==> src/design/stips_pkg.sv <==
// Shared constants and command codes for the sorted table insert position search unit.
// No dependencies; every other file in the design but stips_key_ram.sv imports this package.
package stips_pkg;

  localparam int TABLE_DEPTH = 1024;
  localparam int ADDR_W      = $clog2(TABLE_DEPTH);
  localparam int CNT_W       = ADDR_W + 1;
  localparam int KEY_W       = 32;
  localparam int IDX_W       = 10;
  localparam int POS_W       = 11;
  localparam int CFG_W       = 11;

  localparam logic CMD_LOAD   = 1'b0;
  localparam logic CMD_SEARCH = 1'b1;

endpackage

==> src/design/stips_channels.sv <==
// Valid/ready channel interfaces for the request and result streams.
// Depends on stips_pkg for field widths.
interface stips_req_if import stips_pkg::*; ();
  logic                    valid;
  logic                    ready;
  logic                    cmd;
  logic [IDX_W-1:0]        entry_index;
  logic signed [KEY_W-1:0] key_value;

  modport source(output valid, cmd, entry_index, key_value, input ready);
  modport sink(input valid, cmd, entry_index, key_value, output ready);
endinterface

interface stips_rsp_if import stips_pkg::*; ();
  logic             valid;
  logic             ready;
  logic [POS_W-1:0] position;
  logic             found;

  modport source(output valid, position, found, input ready);
  modport sink(input valid, position, found, output ready);
endinterface

==> src/design/stips_search_ctrl.sv <==
// Sequencer that writes loaded keys and runs the binary search against the key RAM.
// Depends on stips_pkg and the channel interfaces in stips_channels.sv.
module stips_search_ctrl import stips_pkg::*; (
  input  logic               clk,
  input  logic               rst,
  stips_req_if.sink          req,
  stips_rsp_if.source        rsp,
  input  logic [CNT_W-1:0]   entry_count,
  output logic               wr_en,
  output logic [ADDR_W-1:0]  wr_addr,
  output logic [KEY_W-1:0]   wr_data,
  output logic [ADDR_W-1:0]  rd_addr,
  input  logic [KEY_W-1:0]   rd_data
);

  typedef enum logic [1:0] {S_IDLE, S_SEARCH, S_FINISH} state_t;

  state_t                  state;
  logic signed [KEY_W-1:0] target;
  logic [CNT_W-1:0]        low;
  logic [CNT_W-1:0]        high;
  logic [CNT_W-1:0]        mid;
  logic [CNT_W-1:0]        pos;
  logic                    hit;
  logic                    out_valid;
  logic [POS_W-1:0]        out_position;
  logic                    out_found;

  logic signed [KEY_W-1:0] probe;
  logic                    go_right;
  logic                    go_left;
  logic [CNT_W-1:0]        mid_plus;
  logic [CNT_W-1:0]        mid_right;
  logic [CNT_W-1:0]        mid_left;
  logic [CNT_W-1:0]        mid_first;
  logic [CNT_W-1:0]        mid_next;
  logic                    load_ok;

  assign req.ready    = (state == S_IDLE);
  assign rsp.valid    = out_valid;
  assign rsp.position = out_position;
  assign rsp.found    = out_found;

  assign load_ok = (32'(req.entry_index) < 32'(TABLE_DEPTH));
  assign wr_en   = req.valid && req.ready && (req.cmd == CMD_LOAD) && load_ok;
  assign wr_addr = ADDR_W'(req.entry_index);
  assign wr_data = req.key_value;

  always_comb begin
    probe     = signed'(rd_data);
    go_right  = target > probe;
    go_left   = target < probe;
    mid_plus  = mid + CNT_W'(1);
    mid_right = mid_plus + ((high - mid - CNT_W'(2)) >> 1);
    mid_left  = low + ((mid - low - CNT_W'(1)) >> 1);
    mid_first = (entry_count - CNT_W'(1)) >> 1;
    case (state)
      S_IDLE:   mid_next = mid_first;
      S_SEARCH: mid_next = go_right ? mid_right : mid_left;
      default:  mid_next = mid;
    endcase
    rd_addr = mid_next[ADDR_W-1:0];
  end

  always_ff @(posedge clk) begin
    if (rst) begin
      state     <= S_IDLE;
      out_valid <= 1'b0;
    end else begin
      if ((state == S_FINISH) && (!out_valid || rsp.ready)) begin
        out_valid <= 1'b1;
      end else if (out_valid && rsp.ready) begin
        out_valid <= 1'b0;
      end
      case (state)
        S_IDLE: begin
          if (req.valid && (req.cmd == CMD_SEARCH)) begin
            target <= req.key_value;
            low    <= '0;
            high   <= entry_count;
            mid    <= mid_first;
            if (entry_count == '0) begin
              pos   <= '0;
              hit   <= 1'b0;
              state <= S_FINISH;
            end else begin
              state <= S_SEARCH;
            end
          end
        end
        S_SEARCH: begin
          if (go_right) begin
            if (mid_plus < high) begin
              low <= mid_plus;
              mid <= mid_right;
            end else begin
              pos   <= mid_plus;
              hit   <= 1'b0;
              state <= S_FINISH;
            end
          end else if (go_left) begin
            if (low < mid) begin
              high <= mid;
              mid  <= mid_left;
            end else begin
              pos   <= low;
              hit   <= 1'b0;
              state <= S_FINISH;
            end
          end else begin
            pos   <= mid;
            hit   <= 1'b1;
            state <= S_FINISH;
          end
        end
        S_FINISH: begin
          if (!out_valid || rsp.ready) begin
            out_position <= POS_W'(pos);
            out_found    <= hit;
            state        <= S_IDLE;
          end
        end
        default: begin
          state <= S_IDLE;
        end
      endcase
    end
  end

endmodule
==> src/flat_wrapper.sv <==
// flat-port wrapper written by rule: the top's interface ports become plain ports
module stips_search_ctrl_flat import stips_pkg::*;
  (clk, rst, entry_count, wr_en, wr_addr, wr_data, rd_addr, rd_data, req_valid, req_cmd, req_entry_index, req_key_value, req_ready, rsp_valid, rsp_position, rsp_found, rsp_ready);
  stips_req_if req_i ();
  stips_rsp_if rsp_i ();
  input  logic clk;
  input  logic rst;
  input  logic [CNT_W-1:0] entry_count;
  output logic wr_en;
  output logic [ADDR_W-1:0] wr_addr;
  output logic [KEY_W-1:0] wr_data;
  output logic [ADDR_W-1:0] rd_addr;
  input  logic [KEY_W-1:0] rd_data;
  input wire logic [$bits(req_i.valid)-1:0] req_valid;
  input wire logic [$bits(req_i.cmd)-1:0] req_cmd;
  input wire logic [$bits(req_i.entry_index)-1:0] req_entry_index;
  input wire logic [$bits(req_i.key_value)-1:0] req_key_value;
  output wire logic [$bits(req_i.ready)-1:0] req_ready;
  output wire logic [$bits(rsp_i.valid)-1:0] rsp_valid;
  output wire logic [$bits(rsp_i.position)-1:0] rsp_position;
  output wire logic [$bits(rsp_i.found)-1:0] rsp_found;
  input wire logic [$bits(rsp_i.ready)-1:0] rsp_ready;
  assign req_i.valid = req_valid;
  assign req_i.cmd = req_cmd;
  assign req_i.entry_index = req_entry_index;
  assign req_i.key_value = req_key_value;
  assign req_ready = req_i.ready;
  assign rsp_valid = rsp_i.valid;
  assign rsp_position = rsp_i.position;
  assign rsp_found = rsp_i.found;
  assign rsp_i.ready = rsp_ready;
  stips_search_ctrl u_core (.clk(clk), .rst(rst), .req(req_i), .rsp(rsp_i), .entry_count(entry_count), .wr_en(wr_en), .wr_addr(wr_addr), .wr_data(wr_data), .rd_addr(rd_addr), .rd_data(rd_data));
endmodule
==> config.mk <==
export PLATFORM = sky130hd
export DESIGN_NAME = stips_search_ctrl_flat
export DESIGN_NICKNAME = d
export VERILOG_FILES = /design/src/design/stips_pkg.sv /design/src/design/stips_channels.sv /design/src/design/stips_search_ctrl.sv /design/src/flat_wrapper.sv
export SDC_FILE = /design/constraint.sdc
export NUM_CORES = 1
export LEC_CHECK = 0
export CORE_MARGIN = 2
export CORE_UTILIZATION = 60
export DETAILED_ROUTE_END_ITERATION = 12
export DONT_BUFFER_PORTS = 1
export GPL_ROUTABILITY_DRIVEN = 0
export PLACE_DENSITY = 0.82
export SLEW_MARGIN = 40
export SYNTH_ARGS = -nofsm -noshare
export SYNTH_HDL_FRONTEND = slang
export SYNTH_SLANG_ARGS = --single-unit
==> constraint.sdc <==
create_clock -name clk -period 6.9 [get_ports clk]
set_clock_uncertainty 0.15 [all_clocks]
set_input_delay 1.035 -clock clk [delete_from_list [all_inputs] [get_ports clk]]
set_output_delay 1.035 -clock clk [all_outputs]
set_load 0.01 [all_outputs]
==> results_dict.tcl <==
set metrics [dict create \
    outcome "finished clean" \
    placedCellCount 856 \
    pwr-share-seq 0.382 \
    p_sw_uw 567 \
    worst_pin_slew_ns 0.804 \
    die_width_um 115 \
    die_area_um2 13200 \
    worst_path_max_delay_cell "o41ai_1" \
    routedWlPerCell_um 18.8 \
    grt_pass1_wl_mm 26.3 \
    p_clk_frac 0.296 \
    max_freq_mhz 178 \
    min_period_ns 5.63 \
    synth.area.top_cells "edfxtp_1 36%, ha_1 17%, xnor2_1 5.8%, inv_1 5.3%, buf_4 4.4%" \
    synth_top_area_frac 0.362 \
    grt_pass1_vias 5405 \
    path_cells "ha_1, inv_1, ha_1, inv_1, fa_1, nor2b_1, o21ai_0, a21boi_0, nor2_1, ha_1, a211oi_1, nor2_1, o41ai_1, xor2_1, nor2_1, a211oi_1, a221oi_1" \
    final_cell_count_no_fill 873 \
    synthTopCellsByCount "104 x inv_1, 101 x ha_1, 89 x edfxtp_1" \
    critical_path_arrival_ns 4.45 \
    vias 5366 \
    initial_utilization 0.615 \
    cp.required_ns 5.71 \
    synthToLayoutAreaGrowth_pct 2.08 \
    rsz0062_at_grt "no" \
    path_clk_slew_ns 0.07 \
    synth.largest_area_cell "edfxtp_1" \
    grt_overflow 0 \
    synth_edf_count 89 \
    die_h_um 115 \
    ctsResizeCount 0 \
    n_antenna_cell 0 \
    cts_hold_buf 0 \
    post-place-ws_ns 1.69 \
    drive_gt1_frac 0.0606 \
    min_path_type "register to register" \
    timing.hold.ws_ns 0.269 \
    clock-sinks 92 \
    detail_route.vias_per_cell 6.15 \
    path_max_fanout 7 \
    synthArstFlopShare 0 \
    slowest_delay_ns 0.51 \
    nNetsFinal 916 \
    hold_viol_final 0 \
    cts_buffers 9 \
    crit_type "register to output pin" \
    setup_viol 0 \
    period_share 0.816 \
    std_cell_rows 40 \
    syn_area_per_cell_um2 9.68 \
    cts_tree "done" \
    cellPowerDensity_nw_per_um2 229 \
    syn-num-nets 958 \
    antenna_found_initial 0 \
    cts_root_buf "clkbuf_16" \
    end_kind "output pin" \
    yosysSeqAreaShare 0.370 \
    dp_hpwl_mm 12.7 \
    drc_errors 0 \
    fin_ws_ns 1.27 \
    syn-instance-count 763 \
    drv_cap 0 \
    postCtsSetupBuffers 0 \
    synth-seq-cells 92 \
    firstDrtPassIters 4 \
    fill_cells 925 \
    ios 157 \
    htreeDepth 3 \
    wirelength_mm 16.4 \
    crit_path_start_kind "register" \
    slew_headroom 0.463 \
    grt_max_degree 33 \
    core_um2 12000 \
    ys.flop_type "edfxtp_1" \
    p_comb_frac 0.322 \
    insertion_delay_ns 0.36 \
    drtIter0Drc 328 \
    yosysWarnings 0 \
    swShare 0.329 \
    cts_max_path_buffers 2 \
    drv_slew 0 \
    total_power_mw 1.72 \
    tns_ns 0 \
    peakVddDrop_mv 0.152 \
    grt_util_all_layers 0.258 \
    yosysUniqueCellTypes 67 \
    leakagePower_nw 3.17 \
    io_buffers 0 \
    netlist_area_um2 7390 \
    synthMostInstantiatedCell "inv_1" \
    postRouteAntennaNets 0 \
    p_int_mw 1.16 \
]
[metrics by stage]
| step | cell area [um^2] | utilization |
|---|---|---|
| detailed placement | 7230 | 0.602 |
| global placement | 7220 | 0.601 |
| global route | 7540 | 0.628 |
| finish | 7540 | 0.628 |
| CTS | 7530 | 0.627 |
| floorplan | 7390 | - |
[metal layers]
| layer | vias up | track usage | routed length [um] |
|---|---|---|---|
| met5 | - | 0 | 0 |
| met3 | 56 | 0.0559 | 1030 |
| met1 | 2521 | 0.299 | 6450 |
| met2 | 227 | 0.442 | 8200 |
| li1 | 2562 | - | - |
| met4 | 0 | 0.147 | 720 |
[state kept, by name (all words and copies together) (netlist names)]
name,flops
u_core.pos,11
u_core.high,11
u_core.target,32
u_core.hit,1
u_core.state,2
u_core.mid,11
u_core.rsp.position,11
u_core.rsp.valid,1
u_core.low,11
u_core.rsp.found,1
[area by class of cell]
class / count / area (um^2) / area share
sequential: 92 / 2730 / 0.362
clock buffer: 9 / 225 / 0.0299
tap: 147 / 184 / 0.0244
multi-input combinational: 507 / 3890 / 0.515
inverter: 105 / 394 / 0.0523
timing repair buffer: 6 / 45.0 / 0.00597
clock inverter: 7 / 72.6 / 0.00962
[worst max-delay path, delay by kind of cell, from the launching register on]
kind / cells / cell delay, ns
adders and majority gates: 4 / 1.16
and+or+nand+nor: 4 / 0.45
AOI/OAI and AO/OA: 6 / 1.73
xor gates and xnor gates: 1 / 0.13
buffers and inverters: 2 / 0.12
DFF: 1 / 0.50
[path summary, 6_finish.rpt]
kind,startpoint,end,slack (ns),cells after the start
max,u_core.mid[1],rd_addr[8],1.27,17
min,u_core.hit,u_core.rsp.found,0.27,0
max reg2reg,u_core.mid[1],u_core.mid[9],2.55,20
min reg2reg,u_core.hit,u_core.rsp.found,0.27,0
[power groups by stage]
stage	Clock, mW	Combinational, mW	Sequential, mW
global placement	0	0.516	0.669
detailed placement	0	0.539	0.670
finish	0.510	0.555	0.659
floorplan	0	0.467	0.661
global route	0.533	0.622	0.660
CTS	0.515	0.547	0.658
[cells in the final DEF (no fill, tap or decap), types with 3 or more instances in the layout]
cell type,n
clkbuf_16,9
inv_1,103
nor2b_1,7
nand2b_1,7
a21oi_1,52
o21a_1,7
edfxtp_1,89
and2_1,10
o21bai_1,5
nor3_1,7
or3_1,3
o21ai_0,35
fa_1,4
a211oi_1,15
a221oi_2,3
xnor2_1,49
o211ai_1,4
mux2i_1,3
nor3_2,3
a21boi_0,4
nor2_1,51
buf_4,6
dfxtp_1,3
nand4_1,11
a21o_1,6
ha_1,101
nand2_1,40
nand3_1,16
a221oi_1,7
xor2_1,11
[kinds of logic (layout without fill, tap and decap cells)]
family          count (synthesis)  after routing  share of synthesized area
simple gates                  176            176                      0.122
buf+inv                       164            127                      0.106
compound gates                163            163                      0.146
fa+ha+maj                     105            105                      0.182
flops                          92             92                      0.370
xor+xnor                       60             60                     0.0711
mux                             3              3                    0.00407
No activity file was read; power rests on OpenSTA's default activity.
